### src/design/rdop_pkg.sv
`default_nettype none
package rdop_pkg;

    localparam int HEADER_BYTES = 16;

    localparam logic [7:0] TYPE_SERVER = 8'd25;
    localparam logic [7:0] TYPE_SEARCH = 8'd31;
    localparam int UNIT_SHIFT = 3;

    localparam logic [2:0] KIND_SERVER = 3'd0;
    localparam logic [2:0] KIND_CHAR   = 3'd1;
    localparam logic [2:0] KIND_END    = 3'd2;
    localparam logic [2:0] KIND_DONE   = 3'd3;
    localparam logic [2:0] KIND_ERROR  = 3'd4;

    localparam logic [1:0] PHASE_BEFORE = 2'd0;
    localparam logic [1:0] PHASE_IN     = 2'd1;
    localparam logic [1:0] PHASE_DONE   = 2'd2;

    localparam int QUEUE_DEPTH = 4;
    localparam int QPTR_W = $clog2(QUEUE_DEPTH);
    localparam int QCNT_W = $clog2(QUEUE_DEPTH + 1);

    typedef struct packed {
        logic [7:0] data_byte;
        logic       last_byte;
    } in_beat_t;

    typedef struct packed {
        logic [2:0]  kind;
        logic [31:0] lifetime;
        logic [63:0] address_high;
        logic [63:0] address_low;
        logic [7:0]  name_char;
        logic        last_in_run;
    } out_beat_t;

    typedef struct packed {
        logic [4:0]   header_count;
        logic [10:0]  option_offset;
        logic [7:0]   option_type;
        logic [10:0]  option_bytes_left;
        logic [31:0]  lifetime_shift;
        logic [127:0] address_shift;
        logic [7:0]   label_bytes_left;
        logic [1:0]   name_phase;
        logic         error_seen;
    } parse_state_t;

    typedef struct packed {
        logic [1:0] count;
        out_beat_t  first;
        out_beat_t  second;
    } step_results_t;

endpackage
`default_nettype wire

### src/design/rdop_step.sv
`default_nettype none
module rdop_step (
    input  wire rdop_pkg::parse_state_t  state,
    input  wire rdop_pkg::in_beat_t      beat,
    output rdop_pkg::parse_state_t       state_next,
    output rdop_pkg::step_results_t      results
);

    localparam logic [10:0] LIFE_FIRST = 11'd4;
    localparam logic [10:0] LIFE_LAST  = 11'd7;
    localparam logic [10:0] ADDR_FIRST = 11'd8;
    localparam logic [10:0] ADDR_LAST  = 11'd23;
    localparam logic [10:0] NAME_FIRST = 11'd8;
    localparam logic [7:0]  DOT_CHAR   = 8'h2E;

    rdop_pkg::out_beat_t opt_item;
    rdop_pkg::out_beat_t end_item;
    logic                opt_valid;
    logic                end_valid;
    logic [7:0]          b;
    logic [10:0]         left_dec;

    always_comb begin
        state_next = state;
        opt_item   = '0;
        end_item   = '0;
        opt_valid  = 1'b0;
        end_valid  = 1'b0;
        b          = beat.data_byte;
        left_dec   = state.option_bytes_left - 11'd1;

        if (!state.error_seen) begin
            if (state.header_count < 5'(rdop_pkg::HEADER_BYTES)) begin
                state_next.header_count = state.header_count + 5'd1;
            end else if (state.option_offset == 11'd0) begin
                state_next.option_type      = b;
                state_next.name_phase       = rdop_pkg::PHASE_BEFORE;
                state_next.label_bytes_left = '0;
                state_next.option_offset    = 11'd1;
            end else if (state.option_offset == 11'd1) begin
                if (b == 8'd0) begin
                    opt_valid             = 1'b1;
                    opt_item.kind         = rdop_pkg::KIND_ERROR;
                    state_next.error_seen = 1'b1;
                end else begin
                    state_next.option_bytes_left =
                        {b, {rdop_pkg::UNIT_SHIFT{1'b0}}} - 11'd2;
                    state_next.option_offset = 11'd2;
                end
            end else begin
                if (state.option_type == rdop_pkg::TYPE_SERVER) begin
                    if (state.option_offset >= LIFE_FIRST && state.option_offset <= LIFE_LAST) begin
                        state_next.lifetime_shift = {state.lifetime_shift[23:0], b};
                    end
                    if (state.option_offset >= ADDR_FIRST && state.option_offset <= ADDR_LAST) begin
                        state_next.address_shift = {state.address_shift[119:0], b};
                        if (state.option_offset == ADDR_LAST) begin
                            opt_valid             = 1'b1;
                            opt_item.kind         = rdop_pkg::KIND_SERVER;
                            opt_item.lifetime     = state.lifetime_shift;
                            opt_item.address_high = state_next.address_shift[127:64];
                            opt_item.address_low  = state_next.address_shift[63:0];
                        end
                    end
                end else if (state.option_type == rdop_pkg::TYPE_SEARCH
                             && state.option_offset >= NAME_FIRST
                             && state.name_phase != rdop_pkg::PHASE_DONE) begin
                    if (state.label_bytes_left != 8'd0) begin
                        opt_valid                   = 1'b1;
                        opt_item.kind               = rdop_pkg::KIND_CHAR;
                        opt_item.name_char          = b;
                        state_next.label_bytes_left = state.label_bytes_left - 8'd1;
                    end else if (b == 8'd0) begin
                        opt_valid             = 1'b1;
                        opt_item.kind         = rdop_pkg::KIND_END;
                        state_next.name_phase = rdop_pkg::PHASE_DONE;
                    end else begin
                        if (state.name_phase == rdop_pkg::PHASE_IN) begin
                            opt_valid          = 1'b1;
                            opt_item.kind      = rdop_pkg::KIND_CHAR;
                            opt_item.name_char = DOT_CHAR;
                        end
                        state_next.name_phase       = rdop_pkg::PHASE_IN;
                        state_next.label_bytes_left = b;
                    end
                end
                state_next.option_bytes_left = left_dec;
                state_next.option_offset     = state.option_offset + 11'd1;
                if (left_dec == 11'd0) begin
                    state_next.option_offset = 11'd0;
                end
            end

            if (beat.last_byte && !state_next.error_seen) begin
                end_valid     = 1'b1;
                end_item.kind = (state_next.option_offset == 11'd0) ?
                                rdop_pkg::KIND_DONE : rdop_pkg::KIND_ERROR;
            end
        end

        if (beat.last_byte) begin
            state_next.header_count      = '0;
            state_next.option_offset     = '0;
            state_next.option_type       = '0;
            state_next.option_bytes_left = '0;
            state_next.label_bytes_left  = '0;
            state_next.name_phase        = rdop_pkg::PHASE_BEFORE;
            state_next.error_seen        = 1'b0;
        end
    end

    always_comb begin
        results = '0;
        if (opt_valid && end_valid) begin
            results.count              = 2'd2;
            results.first              = opt_item;
            results.second             = end_item;
            results.second.last_in_run = 1'b1;
        end else if (opt_valid) begin
            results.count             = 2'd1;
            results.first             = opt_item;
            results.first.last_in_run = 1'b1;
        end else if (end_valid) begin
            results.count             = 2'd1;
            results.first             = end_item;
            results.first.last_in_run = 1'b1;
        end
    end

endmodule
`default_nettype wire

### src/design/rdop_result_queue.sv
`default_nettype none
module rdop_result_queue (
    input  wire                          aclk,
    input  wire                          aresetn,
    input  wire rdop_pkg::step_results_t push,
    output logic                         has_room,
    output logic                         m_valid,
    input  wire                          m_ready,
    output rdop_pkg::out_beat_t          m_data
);

    rdop_pkg::out_beat_t               entries [rdop_pkg::QUEUE_DEPTH];
    logic [rdop_pkg::QPTR_W-1:0]       wr_ptr_reg;
    logic [rdop_pkg::QPTR_W-1:0]       rd_ptr_reg;
    logic [rdop_pkg::QCNT_W-1:0]       count_reg;
    logic [rdop_pkg::QPTR_W-1:0]       wr_ptr_inc;
    logic                              pop;

    assign wr_ptr_inc = wr_ptr_reg + rdop_pkg::QPTR_W'(1);
    assign pop        = m_valid && m_ready;
    assign m_valid    = (count_reg != '0);
    assign m_data     = entries[rd_ptr_reg];
    assign has_room   = (count_reg <= rdop_pkg::QCNT_W'(rdop_pkg::QUEUE_DEPTH - 2));

    always_ff @(posedge aclk) begin
        if (push.count != 2'd0) begin
            entries[wr_ptr_reg] <= push.first;
        end
        if (push.count == 2'd2) begin
            entries[wr_ptr_inc] <= push.second;
        end
    end

    always_ff @(posedge aclk) begin
        if (!aresetn) begin
            wr_ptr_reg <= '0;
            rd_ptr_reg <= '0;
            count_reg  <= '0;
        end else begin
            wr_ptr_reg <= wr_ptr_reg + rdop_pkg::QPTR_W'(push.count);
            if (pop) begin
                rd_ptr_reg <= rd_ptr_reg + rdop_pkg::QPTR_W'(1);
            end
            count_reg <= count_reg + rdop_pkg::QCNT_W'(push.count)
                         - rdop_pkg::QCNT_W'(pop);
        end
    end

    property p_no_overflow;
        @(posedge aclk) disable iff (!aresetn)
            count_reg <= rdop_pkg::QCNT_W'(rdop_pkg::QUEUE_DEPTH);
    endproperty
    a_no_overflow: assert property (p_no_overflow) else $error("result queue overflow");

    property p_push_needs_room;
        @(posedge aclk) disable iff (!aresetn)
            (push.count == 2'd2) |-> (count_reg <= rdop_pkg::QCNT_W'(rdop_pkg::QUEUE_DEPTH - 2));
    endproperty
    a_push_needs_room: assert property (p_push_needs_room) else $error("push without room");

endmodule
`default_nettype wire

### src/design/ra_dns_option_parser.sv
// Router advertisement DNS option parser. Takes one packet byte per beat on s_
// and reports server options (lifetime and first address), search list name
// characters, name end and packet done or error as result beats on m_. A byte
// is accepted every cycle while the four-entry result queue has room for two
// results; a byte that yields two results (a result plus the packet end) is
// sent as two result beats on m_, so the sustained rate is one byte per cycle
// whenever m_ready keeps up. Results pass through the registered result queue.
`default_nettype none
module ra_dns_option_parser (
    input  wire                      aclk,
    input  wire                      aresetn,
    input  wire                      s_valid,
    output logic                     s_ready,
    input  wire rdop_pkg::in_beat_t  s_data,
    output logic                     m_valid,
    input  wire                      m_ready,
    output rdop_pkg::out_beat_t      m_data
);

    rdop_pkg::parse_state_t  state_reg;
    rdop_pkg::parse_state_t  state_next;
    rdop_pkg::step_results_t step_res;
    rdop_pkg::step_results_t push;
    logic                    accept;

    assign accept = s_valid && s_ready;

    rdop_step u_step (
        .state      (state_reg),
        .beat       (s_data),
        .state_next (state_next),
        .results    (step_res)
    );

    always_comb begin
        push = step_res;
        if (!accept) begin
            push.count = 2'd0;
        end
    end

    rdop_result_queue u_queue (
        .aclk     (aclk),
        .aresetn  (aresetn),
        .push     (push),
        .has_room (s_ready),
        .m_valid  (m_valid),
        .m_ready  (m_ready),
        .m_data   (m_data)
    );

    always_ff @(posedge aclk) begin
        if (!aresetn) begin
            state_reg <= '0;
        end else if (accept) begin
            state_reg <= state_next;
        end
    end

    property p_error_silent;
        @(posedge aclk) disable iff (!aresetn)
            (accept && state_reg.error_seen) |-> (step_res.count == 2'd0);
    endproperty
    a_error_silent: assert property (p_error_silent) else $error("result after packet error");

    property p_last_clears;
        @(posedge aclk) disable iff (!aresetn)
            (accept && s_data.last_byte) |=>
                (state_reg.header_count == '0 && state_reg.option_offset == '0
                 && !state_reg.error_seen);
    endproperty
    a_last_clears: assert property (p_last_clears) else $error("packet state not cleared");

    property p_last_ends_run;
        @(posedge aclk) disable iff (!aresetn)
            (accept && s_data.last_byte && !state_reg.error_seen) |->
                (step_res.count != 2'd0);
    endproperty
    a_last_ends_run: assert property (p_last_ends_run) else $error("packet end not reported");

endmodule
`default_nettype wire

### config.mk
export PLATFORM = sky130hd
export DESIGN_NAME = ra_dns_option_parser
export DESIGN_NICKNAME = d
export VERILOG_FILES = /design/src/design/rdop_pkg.sv /design/src/design/rdop_step.sv /design/src/design/rdop_result_queue.sv /design/src/design/ra_dns_option_parser.sv
export SDC_FILE = /design/constraint.sdc
export NUM_CORES = 2
export LEC_CHECK = 0
export ABC_AREA = 1
export BUFFER_PORTS_ARGS = -buffer_cell sky130_fd_sc_hd__buf_2
export CAP_MARGIN = 20
export CORE_AREA = 2 2 376 378
export CTS_CLUSTER_SIZE = 12
export DETAILED_ROUTE_END_ITERATION = 6
export DIE_AREA = 0 0 378 380
export MAX_ROUTING_LAYER = met4
export SYNTH_ARGS = -nofsm -noshare
export SYNTH_HDL_FRONTEND = slang
export SYNTH_HIERARCHICAL = 1
export SYNTH_SLANG_ARGS = --single-unit
### constraint.sdc
create_clock -name aclk -period 57.6 [get_ports aclk]
set_input_delay 8.64 -clock aclk [delete_from_list [all_inputs] [get_ports aclk]]
set_output_delay 8.64 -clock aclk [all_outputs]
set_load 0.05 [all_outputs]
== Word-level counts from Yosys, hierarchy flattened ==
Memories as Yosys holds them, arrays and structs flattened. A register that Yosys moved wholly into a read port is not among the register bits.
Cells that the tools add are included.
Word-level totals
  register bits: 213
  RAM bits: 688
  input bits: 13
  output and inout bits: 174
  memories kept: 1
Cells by class
  add/sub/neg operators: 10
  magnitude comparators: 6
  eq/ne operators: 18
  muxes and demuxes: 74
  bitwise operators: 1
  reductions and logical operators: 30
Memories
  u_queue.entries: words 4, bits a word 172, read ports 1, clocked after Yosys merged registers in 1, wr ports 2, line rdop_result_queue.sv:12  | rdop_pkg::out_beat_t entries [rdop_pkg::QUEUE_DEPTH];
Operators by type and width (count)
  171-bit two-way mux: 4
  160-bit two-way mux: 3
  201-bit two-way mux: 2
  174-bit two-way mux: 2
  206-bit two-way mux: 1
  173-bit two-way mux: 1
  172-bit two-way mux: 1
  170-bit two-way mux: 1
  168-bit two-way mux: 1
  163-bit two-way mux: 1
  128-bit two-way mux: 1
  11-bit two-way mux: 7
  8-bit two-way mux: 7
  35-bit two-way mux: 1
  11-bit logical NOT: 3
  32-bit two-way mux: 1
  10-bit two-way mux: 3
  7-bit AND reduction: 4
  3-bit two-way mux: 9
  1-bit two-way mux: 21
  8-bit by 5-bit equality test with 1-bit output, second input constant: 2
  2-bit inequality test, second input constant: 7
  2-bit nonzero test: 6
  11-bit by 1-bit adder with 11-bit output, second input constant: 1
  other kinds (34): 49

== Longest topological paths before layout ==
  depth after elaboration: 20
  gate-level depth with buffers: 24

== By module ==
Netlist, hierarchy kept.
By module, submodules not included
  rdop_result_queue: instances 1, cells an instance 3436, area each 33378.3 um^2, seq. area each 20840.0 um^2
  ra_dns_option_parser: instances 1, cells an instance 1309, area each 8456.9 um^2, seq. area each 4124.0 um^2
  rdop_step: instances 1, cells an instance 1339, area each 6712.7 um^2, seq. area each 0.0 um^2

== Worst setup path before layout ==
OpenSTA, ideal clock, no wires.
  path type: input to register
  from: input s_data[2] (netlist bit)
  to: memory u_queue/entries[3][0] (netlist bit), enable pin
  setup time: 0.956 ns
  arrival time: 23.283 ns
  path slack: 33.362 ns
  stages: 17
  cells stage by stage: inv_1 -> ha_1 -> nand3_1 -> nor2_1 -> nand2_1 -> nor3_4 -> inv_2 -> nor2_4 -> nand2_1 -> nand3_1 -> inv_1 -> ha_1 -> buf_4 -> inv_1 -> nor2_1 -> nor2_1 -> o31ai_1
RTL lines
  start, declared: line ra_dns_option_parser.sv:14  | input wire rdop_pkg::in_beat_t s_data,
  end, declared: line rdop_result_queue.sv:12

==> metrics <==
run status=finished, final reports clean; largest net degree at the start of global routing=201; Final Max Slew Viols=0; total CTS buffers=103; hold_sp=u_queue/rd_ptr_reg[0]; Peak VDD IR=0.02781 mV; Worst slew margin=24.13%; Layout Nets=5977; worst-skew pair later-pin latency=720 ps; die extent in x=378 microns; hold slack=490.2 ps; synthesis-to-layout area growth=8.575%; sequential power share=36.9%; PortBufs=186; Sinks on Clock Net=895; Worst Tran Pin Value=1138 ps; Placed Cells=7718; Final WS setup=43890 ps; routed wl met2=64560 microns; final hold violations=0; RSZ-0062 raised after global routing=no; Hold Path Depth=2; routed wire length per instance=17.13 microns; GP Congestion=0.8423; CP required=58160 ps; DRC=0; Syn Area/Cell=8.001 sq um; internal power component=1.276 mW; fin crit share=23.81%; Core Area=139200 sq um; Leak Pwr=20.18 nW; overall power=2.117 mW; critical path class=in -> reg; WHS Endpoint=u_queue/rd_ptr_reg[0]; first-pass GRT wire length=208000 microns; vias after detailed routing=38780; Clock Tree Root=clkbuf_16; worst hold path class=reg -> reg; Setup crit end kind=flop; dpl hpwl=77920 microns; worst reg2reg path endpoint=u_queue/entries[2][102]; vias in the first global route=36150; initial antenna violation count=9; # hold bufs at CTS=0; DR iter-0 viols=2945; htree depth=3; P_sw=840.8 uW; clock skew=36.84 ps; Slowest Stage Delay on Critical Path=940 ps; switching share of power=39.72%; Initial DRT Pass Iterations=5; Setup TNS=0 ps; CTS tree=built; CP Launch Type=input pin; final worst path period need=13710 ps; antenna-violating nets left=0; Die Area=143600 sq um; Initial Utilization=34.61%; total global-route track usage=19.03%; grt ovf=0; r2r startpoint=state_reg[190]; Slowest cell on crit path=buf_4; fmax=0.07292 GHz; I/O pin total=187; Worst Reg-to-Reg Cells=17; vias per inst=4.895; Comb power frac=32.3%; WL met3=7513 microns; Top Metal Used=met4; clock network fraction of total power=30.8%; Synthesis Warnings=6; Clock Path Buffers=3; clock slew at reported path FFs=60 ps; pre-CTS WS=43270 ps; share of cells above drive strength 1=7.235%; # Post-CTS Setup Buffers=0; Max Cap Violations=0; Core Rows=137; Cells after Synth=6020; crit path buf inv count=8; Metal-1 WL=60480 microns; Gates resized, CTS repair=0; reg2reg setup slack=51710 ps; Pwr per Cell Area=40.48 nW/um^2; worst endpoint data arrival time=14270 ps; Largest delay share family, worst path=buffers and inverters; Layout Cells excl Fill=7921; Die Span Y=380 microns; max FFs per register=688; final WL=135700 microns; Cell Area, Synth=48170 sq um; CP max FO=93; Final Setup Violations=0; crit-path cells=buf_2 > inv_1 > ha_1 > nand3_1 > nor2_1 > nand2_1 > nor3_4 > inv_2 > nor2_4 > nand2_1 > nand3_1 > inv_1 > ha_1 > inv_1 > nor2_1 > nor2_4 > nand2_4 > buf_4 > buf_4 > buf_4 > nand2_1 > o21ai_1
==> layout make-up <==
cell class                 count  area [sq um]
timing repair buffer         229          1328
multi-input combinational   4095         18110
clock buffer                 139          2795
inverter                     625          2361
fill                       14150         86890
sequential                   895         24810
antenna                        5         12.51
tap                         1876          2347
clock inverter                57         534.3
==> worst max path at each step <==
stage,cells past startpoint,slack [ps],end,start
after global routing,22,43520,u_queue/entries[2][85],s_data[2]
after floorplan,17,33360,u_queue/entries[3][0],s_data[2]
after global placement,22,43440,u_queue/entries[2][92],s_data[2]
final,22,43890,u_queue/entries[2][102],s_data[2]
after detailed placement,22,43270,u_queue/entries[2][102],s_data[2]
after CTS,22,44020,u_queue/entries[2][102],s_data[2]
==> through the flow <==
stage / utilization, % / cell area [sq um]
finish: 37.57 / 52300
global route: 37.56 / 52290
CTS: 37.54 / 52250
detailed placement: 35.15 / 48920
global placement: 35.15 / 48920
floorplan: - / 48790
==> power by group through the flow <==
stage | logic (mW) | clock network (mW) | registers (mW)
floorplan | 0.511 | 0 | 0.786
global placement | 0.679 | 0 | 0.793
detailed placement | 0.688 | 0 | 0.795
CTS | 0.689 | 0.665 | 0.781
global route | 0.748 | 0.688 | 0.788
finish | 0.684 | 0.651 | 0.781
==> layout by cell type, fill, tap and decap left out, types with 168 or more instances in the layout <==
master       n
inv_1      610
nor2_1     962
dfxtp_1    205
nand2_1   1355
edfxtp_1   688
o22ai_1    176
o21ai_0    773
buf_2      186
o21ai_1    455
conb_1     168
==> per-layer routing <==
metal,vias up,track usage (%)
met4,0,5.430
li1,19250,-
met2,1042,31.42
met3,190,2.337
met1,18290,24.47
met5,-,-
==> worst reg2reg max path, cell delays in order (launching register included) <==
cell and delay (ps):
dfxtp_1 470, ha_1 190, nor3b_1 340, nand2_4 230
nor2_4 240, nand2_1 90, nand3_1 130, inv_1 120
ha_1 370, inv_1 60, nor2_1 350, nor2_4 140
nand2_4 90, buf_4 810, buf_4 970, buf_4 860
nand2_1 130, o21ai_1 130
(Power assumes the default switching activity.)
